$ cat src/rtl/core/shs_pkg.sv
// shs_pkg: shared types, constants and the rotate function of the sha-256 stream hasher
// no dependencies
package shs_pkg;

	localparam logic [7:0] PAD_MARK = 8'h80;
	localparam int BLK_BYTES = 64;
	localparam int ROUNDS = 64;
	localparam int QDEPTH = 2;

	typedef logic [31:0] word_t;

	typedef struct packed {
		logic [511:0] block;
		logic         fin;
	} blk_item_t;

	typedef enum logic [1:0] {
		FR_FILL,
		FR_PAD2
	} front_state_t;

	typedef enum logic [1:0] {
		BK_IDLE,
		BK_RUN,
		BK_ADD,
		BK_OUT
	} back_state_t;

	localparam word_t INIT_H [8] = '{
		32'h6a09e667, 32'hbb67ae85, 32'h3c6ef372, 32'ha54ff53a,
		32'h510e527f, 32'h9b05688c, 32'h1f83d9ab, 32'h5be0cd19
	};

	localparam word_t ROUND_K [64] = '{
		32'h428a2f98, 32'h71374491, 32'hb5c0fbcf, 32'he9b5dba5,
		32'h3956c25b, 32'h59f111f1, 32'h923f82a4, 32'hab1c5ed5,
		32'hd807aa98, 32'h12835b01, 32'h243185be, 32'h550c7dc3,
		32'h72be5d74, 32'h80deb1fe, 32'h9bdc06a7, 32'hc19bf174,
		32'he49b69c1, 32'hefbe4786, 32'h0fc19dc6, 32'h240ca1cc,
		32'h2de92c6f, 32'h4a7484aa, 32'h5cb0a9dc, 32'h76f988da,
		32'h983e5152, 32'ha831c66d, 32'hb00327c8, 32'hbf597fc7,
		32'hc6e00bf3, 32'hd5a79147, 32'h06ca6351, 32'h14292967,
		32'h27b70a85, 32'h2e1b2138, 32'h4d2c6dfc, 32'h53380d13,
		32'h650a7354, 32'h766a0abb, 32'h81c2c92e, 32'h92722c85,
		32'ha2bfe8a1, 32'ha81a664b, 32'hc24b8b70, 32'hc76c51a3,
		32'hd192e819, 32'hd6990624, 32'hf40e3585, 32'h106aa070,
		32'h19a4c116, 32'h1e376c08, 32'h2748774c, 32'h34b0bcb5,
		32'h391c0cb3, 32'h4ed8aa4a, 32'h5b9cca4f, 32'h682e6ff3,
		32'h748f82ee, 32'h78a5636f, 32'h84c87814, 32'h8cc70208,
		32'h90befffa, 32'ha4506ceb, 32'hbef9a3f7, 32'hc67178f2
	};

	function automatic word_t ror(input word_t x, input int n);
		ror = (x >> n) | (x << (32 - n));
	endfunction

endpackage

$ cat src/rtl/core/shs_queue.sv
// shs_queue: short block queue between front and back
// depends on shs_pkg
module shs_queue (
	input  logic               clk,
	input  logic               arst_n,
	input  logic               in_valid,
	output logic               in_stall,
	input  shs_pkg::blk_item_t in_item,
	output logic               out_valid,
	input  logic               out_stall,
	output shs_pkg::blk_item_t out_item
);
	import shs_pkg::*;

	blk_item_t  mem_q [QDEPTH];
	logic       wp_q, rp_q;
	logic [1:0] cnt_q;
	logic       push, pop;

	assign in_stall = (cnt_q == 2'(QDEPTH));
	assign out_valid = (cnt_q != 2'd0);
	assign out_item = mem_q[rp_q];
	assign push = in_valid && !in_stall;
	assign pop = out_valid && !out_stall;

	always_ff @(posedge clk or negedge arst_n) begin
		if (!arst_n) begin
			wp_q <= 1'b0;
			rp_q <= 1'b0;
			cnt_q <= '0;
		end else begin
			if (push) wp_q <= ~wp_q;
			if (pop) rp_q <= ~rp_q;
			cnt_q <= cnt_q + {1'b0, push} - {1'b0, pop};
		end
	end

	always_ff @(posedge clk) begin
		if (push) mem_q[wp_q] <= in_item;
	end

	assert property (@(posedge clk) disable iff (!arst_n) cnt_q <= 2'(QDEPTH))
		else $error("queue overflow");
	assert property (@(posedge clk) disable iff (!arst_n)
		push && !pop |=> cnt_q == $past(cnt_q) + 2'd1)
		else $error("queue count slip");
	assert property (@(posedge clk) disable iff (!arst_n)
		out_valid && out_stall |=> out_valid && $stable(out_item))
		else $error("queue head changed while stalled");
endmodule

$ cat config.mk
export PLATFORM = sky130hd
export DESIGN_NAME = shs_queue
export DESIGN_NICKNAME = d
export VERILOG_FILES = /design/src/rtl/core/shs_pkg.sv /design/src/rtl/core/shs_queue.sv
export SDC_FILE = /design/constraint.sdc
export NUM_CORES = 1
export LEC_CHECK = 0
export ABC_AREA = 1
export BUFFER_PORTS_ARGS = -buffer_cell sky130_fd_sc_hd__buf_2
export CORE_AREA = 2 2 406 408
export CTS_BUF_LIST = sky130_fd_sc_hd__clkbuf_8 sky130_fd_sc_hd__clkbuf_16
export DETAILED_ROUTE_END_ITERATION = 6
export DIE_AREA = 0 0 408 410
export GPL_TIMING_DRIVEN = 0
export HOLD_SLACK_MARGIN = 0.1
export PLACE_DENSITY = 0.51
export SYNTH_ARGS = -nofsm -noshare
export SYNTH_HDL_FRONTEND = slang
export SYNTH_SLANG_ARGS = --single-unit
$ cat constraint.sdc
create_clock -name clk -period 45.7 [get_ports clk]
set_clock_uncertainty 0.05 [all_clocks]
set_input_delay 2.285 -clock clk [delete_from_list [all_inputs] [get_ports clk]]
set_output_delay 2.285 -clock clk [all_outputs]
set_load 0.02 [all_outputs]
Yosys cells after proc, flatten, opt, wreduce, memory -nomap -nowiden
Memory sizes are Yosys's and may differ from the RTL's. Cells that the tools add are included.

Shift-type cells: 0. Eq/ne operators: 1. $lt $le $gt $ge: 0. Reductions and logical operators: 5. Bitwise gates (word level): 2. Multipliers: 0. Mux-type cells: 2. Add/sub/neg operators: 2. Divide/modulo/power cells: 0.

Operators by type and width (number): adder 2 x 1 -> 2 bit (1); == test 2 bit, second input constant (1); logical AND 1 bit (2); zero test 1 bit (2); 2-to-1 mux 1 bit (2); NOT 1 bit (2); nonzero test 2 bit (1); subtractor 2 x 1 -> 2 bit (1).

Output and inout port bits: 515. Bits of input ports: 517. Register bits after elaboration: 4. RAM bits: 1026. Memories: 1. Latch bits: 0. ROM bits: 0. Word-level logic and storage cells: 16.

Memory list: mem_q (depth 2, bits a word 513, rd ports 1, clocked after Yosys merged registers in 0, write ports 1, line shs_queue.sv:15) `blk_item_t mem_q [QDEPTH];`.

Depth between registers and ports, before layout
Gate-level depths: netlist (run 1).

Depth in word-level cells: 5. Gate-level depth with buffers: 10. Depth with buffers taken out: 10.

Worst setup path after synthesis (run 1)
No wires, ideal clock.

Path type: input port to flip-flop. Start point: in in_valid. End point: mem mem_q[1][0] (netlist bit), enable pin. Path buffers: 0. Library setup time: 1400 ps. Cell stages on the path: 2. Data required time: 44250 ps. Data arrival time: 23585 ps. Setup slack: 20665 ps. Cells stage by stage: nand2_1 -> nor2_1.

Word-level cells in the longest chain between the ends: 3.

Ends and longest elaborated chain: start, declared (line shs_queue.sv:6) `input logic in_valid,`; logical AND 1 bit (line shs_queue.sv:23) `assign push = in_valid && !in_stall;`; 2-to-1 mux 1 bit (line shs_queue.sv:39) `if (push) mem_q[wp_q] <= in_item;`; 2-to-1 mux 1 bit (implied by the code) (line shs_queue.sv:39); end, declared (line shs_queue.sv:15).

No other way between the ends.

==> out/results.txt, run 1 <==
status = completed
critical-path maximum fanout = 11
sequential fraction of the synthesis area = 0.826
crit path time final = 5.73 ns
total clock buffers created by CTS = 110
hold_buf cts = 0
Via density = 3.98
initial antenna violation count = 58
vias post-DR = 24.6k
Mean Syn Cell Area = 13.8 sq um
DRC viols = 0
CP Launch Type = register
CP Class = register to primary output
Final Max Tran Viols = 0
clock slew at reported path FFs = 0.06 ns
P&R area growth vs syn = 31.7%
Worst Tran Pin Value = 0.961 ns
setup TNS = 0 ns
number of H-tree levels = 3
total number of yosys warnings = 0
final hold vios = 0
Die ar. = 167000 sq um
Tot Pwr = 3.49 mW
largest net degree at the start of global routing = 112
Sw Ratio = 0.403
routability congestion estimate = 0.849
Power Density = 70.9 nW/um^2
Hold Worst Slack = 0.423 ns
f_max = 175 MHz
num ports = 1032
non-filler cells, final = 6177
max_slew headroom = 0.359
clock share of power = 0.237
die height = 410 microns
area leader, netlist = edfxtp_1
Clock Sinks = 1030
Finish-stage setup viols = 0
top cell type's share of synthesized area = 0.823
share of layout cells above drive strength 1 = 0.330
setup slack, reg-to-reg = 42.30 ns
placed instance count = 5957
Post-CTS Setup Bufs = 0
CTS tree = done
MaxCap Viol Count = 0
syn_nets = 3231
Post-DP HPWL = 91700 microns
Final Cycle Share = 0.125
clock latency on the worst-skew pair = 0.72 ns
LEAKAGE = 20.8 nW
peak supply drop = 0.0482 mV
Worst R2R End = mem_q[1][333]
drt pass-1 iters = 5
share of total power in sequential cells = 0.379
NetSw = 1.41 mW
Worst setup EP type = primary output
Int Power = 2.08 mW
initial DRC count = 1669
CTS resizes = 0
NumNets Final = 4399
HP Class = register to register
final wirelength = 123000 microns
clock tree buffer depth = 3
Seq cells post-synth = 1030
vias in the first global route = 23.6k
post-route ant nets = 0
Die Width = 408 microns
Total GRT Usage = 0.141
main area contributors after synthesis = edfxtp_1 82%, nand2_1 16%, buf_2 1.1%
Comb power frac = 0.384
CP Data Required Time = 43.37 ns
Hold Path End = wp_q
Setup WS pre-CTS = 40.37 ns
FP Rows = 149
Starting Density = 0.229
Root Buffer = clkbuf_16
post-route cell area = 49300 sq um
final worst slack = 39.97 ns
RSZ-0062 raised after global routing = false
Cells after Synth = 2712
placed cell area = 45900 sq um
R2R depth = 11
routed len/inst = 19.8 microns
crit path DAT = 3.39 ns
I/O Buffers = 1031
hold depth = 2
Util after Layout = 0.301
post-synth cell types = 11
Core Box Area = 163000 sq um
first-pass GRT wire length = 170000 microns
Hold Startpoint = wp_q
cell area after synthesis = 37400 sq um
Worst R2R Start = cnt_q[1]
total gr overflow = 0
-- cell families (layout without fill, tap and decap cells) --
kind of cell,Yosys count,count (layout),share of synthesized area
other,0,23,0
buffers and inverters,124,1377,0.0174
adders and majority gates,2,2,0.000668
DFF,1030,1030,0.826
and+or+nand+nor,1556,1556,0.156
-- worst max path at each step --
stage	from	endpoint	cells past startpoint
floorplan	in_valid	mem_q[1][0]	2
global placement	in_valid	mem_q[1][401]	3
detailed placement	in_valid	mem_q[1][272]	11
CTS	rp_q	out_item[428]	6
global route	rp_q	out_item[422]	6
finish	rp_q	out_item[429]	6
-- worst max-delay path, stage by stage, from the launching register on --
cell	delay, ns
dfrtp_1	0.38
inv_2	0.30
buf_2	0.64
buf_2	0.55
nand2_1	0.11
nand2_1	0.37
buf_2	0.26
-- power groups by stage --
stage	clock, mW	combinational, mW	sequential, mW
floorplan	0	0.737	1.50
global placement	0	1.33	1.63
detailed placement	0	1.37	1.34
CTS	0.852	1.38	1.33
global route	0.883	1.45	1.34
finish	0.828	1.34	1.33
-- layer usage --
metal / vias to the layer above / part of all wire / GRT usage / wire [microns]
met5: - / 0.0026 / 0 / 314
met4: 50 / 0.024 / 0.0466 / 2910
met3: 208 / 0.080 / 0.0438 / 9820
met2: 893 / 0.50 / 0.242 / 61400
met1: 11800 / 0.39 / 0.166 / 48100
li1: 11600 / - / - / -
-- placed cells by master (no fill, tap or decap) --
cell        Yosys  final
nand2_1      1552   1552
buf_2          82   1113
edfxtp_1     1026   1026
clkbuf_16       0    111
inv_1          10     35
clkinv_1        0     26
diode_2         0     23
buf_4          22     22
clkinv_2        0     20
buf_12          0     17
clkbuf_1        9      9
buf_16          0      8
inv_6           0      4
dfrtp_1         4      4
nand3_1         3      3
bufinv_16       0      3
ha_1            2      2
clkinv_16       0      2
clkinv_4        0      2
inv_16          0      2
inv_2           1      1
nor2_4          0      1
inv_8           0      1
clkinvlp_4      0      1
-- cell usage after synthesis --
master and count:
buf_4 22, ha_1 2, inv_1 10, edfxtp_1 1026, nand3_1 3, buf_2 82
nand2_1 1552, dfrtp_1 4, nor2_1 1, inv_2 1, clkbuf_1 9
-- registers in the layout, indices dropped and copies added (netlist names) --
name / count
cnt_q: 2
mem_q: 1026
rp_q: 1
wp_q: 1
-- layout make-up --
| class | instances | area, sq um |
|---|---|---|
| Antenna cell | 23 | 57.6 |
| Tap cell | 2189 | 2740 |
| Sequential cell | 1030 | 30900 |
| Multi-Input combinational cell | 1558 | 5880 |
| Buffer | 113 | 609 |
| Timing Repair Buffer | 1056 | 5720 |
| Fill cell | 16700 | 114000 |
| Clock inverter | 86 | 546 |
| Clock buffer | 111 | 2780 |
| Inverter | 11 | 48.8 |
No activity file was read; power rests on OpenSTA's default activity.
==> run 2, diff against run 1 <==
CORE_AREA = 2 2 397 399   (was 2 2 406 408)
DIE_AREA = 0 0 399 401   (was 0 0 408 410)
PLACE_DENSITY = 0.52   (was 0.51)
clock period = 5.5 ns   (was 45.7 ns; I/O delays follow)
==> out/results.txt, run 2 (same netlist as run 1, synthesis figures left out) <==
status = completed
initial DRC count = 1368 (-18%)
final hold vios = 0 (unchanged)
clock share of power = 0.240 (+0.003)
num ports = 1032 (unchanged)
critical-path maximum fanout = 10 (-1)
MaxCap Viol Count = 0 (unchanged)
clock slew at reported path FFs = 0.06 ns (about the same)
final wirelength = 128000 microns (+4.2%)
non-filler cells, final = 6564 (+6.3%)
Comb power frac = 0.391 (+0.007)
hold_buf cts = 517 (+517)
Sw Ratio = 0.403 (-0.000961)
Final Cycle Share = 0.677
clock latency on the worst-skew pair = 0.70 ns (-0.02 ns)
total gr overflow = 0 (unchanged)
Post-DP HPWL = 94300 microns (+2.9%)
NumNets Final = 4926 (+12%)
vias post-DR = 26.6k (+8.3%)
P&R area growth vs syn = 45.8%
Post-CTS Setup Bufs = 0 (unchanged)
Root Buffer = clkbuf_16
f_max = 268 MHz
CTS resizes = 0 (unchanged)
CTS tree = done
I/O Buffers = 1031 (unchanged)
share of layout cells above drive strength 1 = 0.295 (-0.0349)
NetSw = 12.0 mW (+750%)
CP Class = register to primary output
Core Box Area = 156000 sq um (-4.8%)
initial antenna violation count = 19 (-67%)
placed instance count = 5835 (-2.0%)
drt pass-1 iters = 5 (unchanged)
most frequent cells in the layout = 1551 x nand2_1, 1113 x buf_2, 1026 x edfxtp_1
setup TNS = 0 ns (unchanged)
routability congestion estimate = 0.865 (+1.9%)
Setup WS pre-CTS = 1.73 ns (-38.64 ns)
Die Width = 399 microns (-2.2%)
Top reg by flops = mem_q
max reg flops = 1026 (unchanged)
LEAKAGE = 23.1 nW (+11%)
max_slew headroom = 0.412 (+0.0531)
clock tree buffer depth = 3 (unchanged)
CP Launch Type = register
share of total power in sequential cells = 0.369 (-0.010)
largest net degree at the start of global routing = 39 (-65%)
Power Density = 547 nW/um^2 (+670%)
Via density = 4.06 (+1.9%)
RSZ-0062 raised after global routing = false
Final Max Tran Viols = 0 (unchanged)
crit path DAT = 3.40 ns (about the same)
post-route ant nets = 0 (unchanged)
Int Power = 17.8 mW (+760%)
routed len/inst = 19.5 microns (-2.0%)
crit path time final = 3.72 ns
total clock buffers created by CTS = 111 (+0.91%)
CP Data Required Time = 5.18 ns (-38.19 ns)
die height = 401 microns (-2.2%)
vias in the first global route = 26.9k (+14%)
FP Rows = 145 (-2.7%)
commonest non-fill, non-tap cell in the layout = nand2_1
final worst slack = 1.78 ns (-38.20 ns)
Finish-stage setup viols = 0 (unchanged)
Hold Worst Slack = 0.227 ns (-0.197 ns)
HP Class = input pin to register
Die ar. = 160000 sq um (-4.4%)
Starting Density = 0.240 (+0.0115)
Top Registers = mem_q x1026, cnt_q x2
Clock Sinks = 1030 (unchanged)
Total GRT Usage = 0.154 (+0.0134)
Worst setup EP type = primary output
first-pass GRT wire length = 180000 microns (+6.1%)
Worst Tran Pin Value = 0.880 ns (-0.0818 ns)
number of H-tree levels = 3 (unchanged)
peak supply drop = 0.328 mV (+580%)
DRC viols = 0 (unchanged)
-- run 2: critical path, stage by stage, from the launching register on --
cell and delay, ns:
dfrtp_1 0.42, inv_2 0.33, buf_2 0.55, buf_2 0.58
nand2_1 0.10, nand2_1 0.41, buf_2 0.27
-- run 2: per-stage QoR --
stage                     instance area (sq um)  total power, mW  utilization
after global routing                      54600             31.4        0.351
after CTS                                 54600             30.3        0.351
after floorplan                           37400             17.9            -
after detailed placement                  45900             22.8        0.295
final                                     54600             29.9        0.351
after global placement                    45200             21.9        0.290
-- run 2: layout make-up --
type	instances	area, sq um
clock buffers	113	2830
fillers	15300	101000
well taps	2058	2570
plain buffers	113	609
inverters	11	45.0
repair buffers	1582	11000
diodes	4	10.0
clock inverters	95	689
multi-input cells	1558	5880
flip-flops and latches	1030	30900
-- run 2: worst paths after layout --
check | start | endpoint | slack (ns) | cells past startpoint
min in group asynchronous | arst_n | cnt_q[1] | 0.44 | 3
worst min register to register | wp_q | wp_q | 0.44 | 2
worst max register to register | cnt_q[1] | mem_q[1][280] | 1.80 | 11
worst max-delay path | rp_q | out_item[408] | 1.78 | 6
worst min-delay path | in_item[340] | mem_q[0][340] | 0.23 | 2
max in group asynchronous | arst_n | wp_q | 4.76 | 3
-- run 2: per-layer routing --
| layer | routed length (microns) | track usage | part of all wire | vias up |
|---|---|---|---|---|
| li1 | - | - | - | 12600 |
| met1 | 49500 | 0.176 | 0.39 | 12800 |
| met2 | 64700 | 0.276 | 0.51 | 942 |
| met3 | 8920 | 0.0386 | 0.070 | 222 |
| met4 | 4480 | 0.0570 | 0.035 | 16 |
| met5 | 100 | 0 | 0.00078 | - |
-- run 2: power by group through the flow --
stage                     clock network, mW  logic [mW]  registers, mW
after global placement                    0        10.5           11.5
after global routing                   7.65        12.6           11.2
final                                  7.16        11.7           11.0
after CTS                              7.36        12.0           11.0
after floorplan                           0        6.13           11.7
after detailed placement                  0        11.6           11.2
==> run 3, diff against run 2 <==
ABC_AREA = 0   (was 1)
CORE_AREA = 2 2 399 401   (was 2 2 397 399)
DIE_AREA = 0 0 401 403   (was 0 0 399 401)
PLACE_DENSITY = 0.54   (was 0.52)
clock period = 3.1 ns   (was 5.5 ns; I/O delays follow)
==> out/results.txt, run 3 <==
Via density = 3.98 (-1.8%)
Final Cycle Share = 0.941
max reg flops = 1026 (unchanged)
EDFF count, synth = 1026 (unchanged)
Tot Pwr = 53.7 mW (+80%)
Synth Area in Simple Gates = 0.000830 (-0.155)
critical-path maximum fanout = 55 (+45)
GR Util met3 = 0.0439 (+0.00530)
final wirelength = 117000 microns (-8.5%)
P&R area growth vs syn = 55.2%
RSZ-0062 raised after global routing = false
initial DRC count = 1266 (-7.5%)
Worst setup EP type = register
DRC viols = 0 (unchanged)
Core Box Area = 157000 sq um (+1.2%)
met2 GRT Util = 0.254 (-0.0218)
sequential fraction of the synthesis area = 0.789 (-0.0371)
Most used DFF post-synth = edfxtp_1
R2R depth = 10 (-1)
Starting Density = 0.249 (+0.00843)
Post-DP HPWL = 81900 microns (-13%)
MaxCap Viol Count = 0 (unchanged)
post-synthesis xor/xnor area fraction = 0.000894 (+0.000894)
total gr overflow = 0 (unchanged)
Power Density = 882 nW/um^2 (+61%)
Clock Sinks = 1030 (unchanged)
Final Max Tran Viols = 0 (unchanged)
crit path DAT = 3.30 ns (-0.10 ns)
first-pass GRT wire length = 166000 microns (-7.5%)
clock latency on the worst-skew pair = 0.72 ns (+0.02 ns)
most numerous cell in the Yosys netlist = edfxtp_1
largest net degree at the start of global routing = 61 (+56%)
NumNets Final = 4267 (-13%)
met1 global-route usage = 0.148 (-0.0271)
peak supply drop = 0.723 mV (+120%)
clock tree buffer depth = 3 (unchanged)
initial antenna violation count = 30 (+11)
placed cell area = 47600 sq um (+3.8%)
final hold vios = 0 (unchanged)
post-route ant nets = 0 (unchanged)
vias in the first global route = 25.5k (-5.3%)
syn_nets = 2133 (-34%)
Die Width = 401 microns (+0.50%)
final worst slack = 0.183 ns (-1.59 ns)
routed len/inst = 19.7 microns (+1.4%)
crit-path cells = nand2b_1 > nand2_2 > nor2_4 > buf_6 > buf_12 > buf_12 > buf_12 > buf_12 > buf_16 > buf_16
Mean Syn Cell Area = 24.3 sq um (+76%)
CP Launch Type = register
critical path's slowest cell = dfrtp_1
status = completed
clock slew at reported path FFs = 0.06 ns (about the same)
max_slew headroom = 0.608 (+0.196)
LEAKAGE = 24.2 nW (+4.5%)
CP peak stage delay = 0.40 ns (-0.18 ns)
Cells after Synth = 1614 (-40%)
main area contributors after synthesis = edfxtp_1 79%, mux2_4 18%, mux2_2 1.5%
CTS tree = done
Commonest cells post-synth = 1026 x edfxtp_1, 460 x mux2_4, 53 x mux2_2
Most Crowded Layer GR = met2
main combinational cell family by area after synthesis = multiplexers
Top reg by flops = mem_q
routability congestion estimate = 0.794 (-8.2%)
commonest non-fill, non-tap cell in the layout = buf_2
HP Class = input pin to register
Top Registers = mem_q x1026, cnt_q x2
FP Rows = 146 (+0.69%)
top cell type's share of synthesized area = 0.786 (-0.0370)
die height = 403 microns (+0.50%)
hold depth = 2 (unchanged)
Root Buffer = clkbuf_16
crit path time final = 2.92 ns
total clock buffers created by CTS = 111 (unchanged)
vias post-DR = 23.6k (-11%)
post-synth cell types = 18 (+7)
share of layout cells above drive strength 1 = 0.467 (+0.172)
total number of yosys warnings = 0 (unchanged)
Worst Tran Pin Value = 0.587 ns (-0.292 ns)
number of H-tree levels = 3 (unchanged)
setup TNS = 0 ns (unchanged)
compound-cell area share of the yosys netlist = 0 (unchanged)
drt pass-1 iters = 5 (unchanged)
asr flop ratio synth = 0.00388 (unchanged)
I/O Buffers = 1031 (unchanged)
most used cell, CP = buf_12
area leader, netlist = edfxtp_1
post-route cell area = 60800 sq um (+11%)
num ports = 1032 (unchanged)
Setup WS pre-CTS = -0.514 ns (-2.24 ns)
Total GRT Usage = 0.138 (-0.0156)
f_max = 343 MHz
Finish-stage setup viols = 0 (unchanged)
most frequent cells in the layout = 1036 x buf_2, 1026 x edfxtp_1, 956 x dlygate4sd3_1
Synth Area in Adders = 0.000639 (-0.0000301)
CP Class = register to register
Die ar. = 162000 sq um (+1.0%)
cell area after synthesis = 39200 sq um (+4.7%)
CP Data Required Time = 3.48 ns (-1.70 ns)
Seq cells post-synth = 1030 (unchanged)
mux contribution to synthesized area = 0.191 (+0.191)
run 3: final timing paths:
path / from / end / slack [ns]
max reg2reg: cnt_q[1] / mem_q[0][176] / 0.18
max: cnt_q[1] / mem_q[0][176] / 0.18
max in group asynchronous: arst_n / rp_q / 2.49
min reg2reg: cnt_q[0] / cnt_q[0] / 0.47
min in group asynchronous: arst_n / cnt_q[0] / 0.34
min: in_item[127] / mem_q[0][127] / 0.17
run 3: cell type report:
type                       instances  area, sq um
fill                           14500        96600
antenna                           17         42.5
inverter                           2         7.51
tap                             2072         2590
clock inverter                    89          712
sequential                      1030        30900
clock buffer                     112         2800
buffer                            57          678
timing repair buffer            2019        15500
multi-input combinational        527         7620
run 3: per-layer routing:
metal / up-vias / part of all wire
li1: 10800 / -
met1: 11800 / 0.37
met2: 797 / 0.53
met3: 184 / 0.075
met4: 18 / 0.029
met5: - / 0.00087
run 3: power by group:
| part | switching, mW | internal (mW) | total, mW |
|---|---|---|---|
| registers | 0.670 | 19.0 | 19.7 |
| logic | 12.1 | 9.21 | 21.3 |
| clock network | 5.48 | 7.21 | 12.7 |
run 3: repair_timing:
item | CTS | global route
pin swaps | 2 | 0
buffers inserted | 3 | 0
gates cloned | 2 | 2
gates resized for setup | 5 | 1
hold endpoints to repair | 1148 | 2
hold buffers | 955 | 1
endpoints found under the setup margin | 198 | 51
run 3: worst max-delay path: cells and delay by family, from the launching register on:
| family | cells | cell delay (ns) |
|---|---|---|
| buffers and inverters | 7 | 1.54 |
| AND/OR/NAND/NOR | 3 | 0.46 |
| flip-flops | 1 | 0.40 |
run 3: metrics by stage:
step,hold WS (ns),instances,utilization
after CTS,0.100,5907,0.386
final,0.170,5925,0.386
after detailed placement,-0.0806,4746,0.302
after global routing,0.126,5920,0.386
after floorplan,-0.191,1614,-
after global placement,-0.0810,4717,0.298
run 3: kinds of logic (layout without fill, tap and decap cells):
| family | after synthesis | after routing |
|---|---|---|
| and+or+nand+nor | 6 | 8 |
| DFF | 1030 | 1030 |
| muxes | 513 | 513 |
| other | 0 | 17 |
| buffers and inverters | 59 | 2279 |
| adders and majority gates | 2 | 2 |
| xor gates and xnor gates | 4 | 4 |
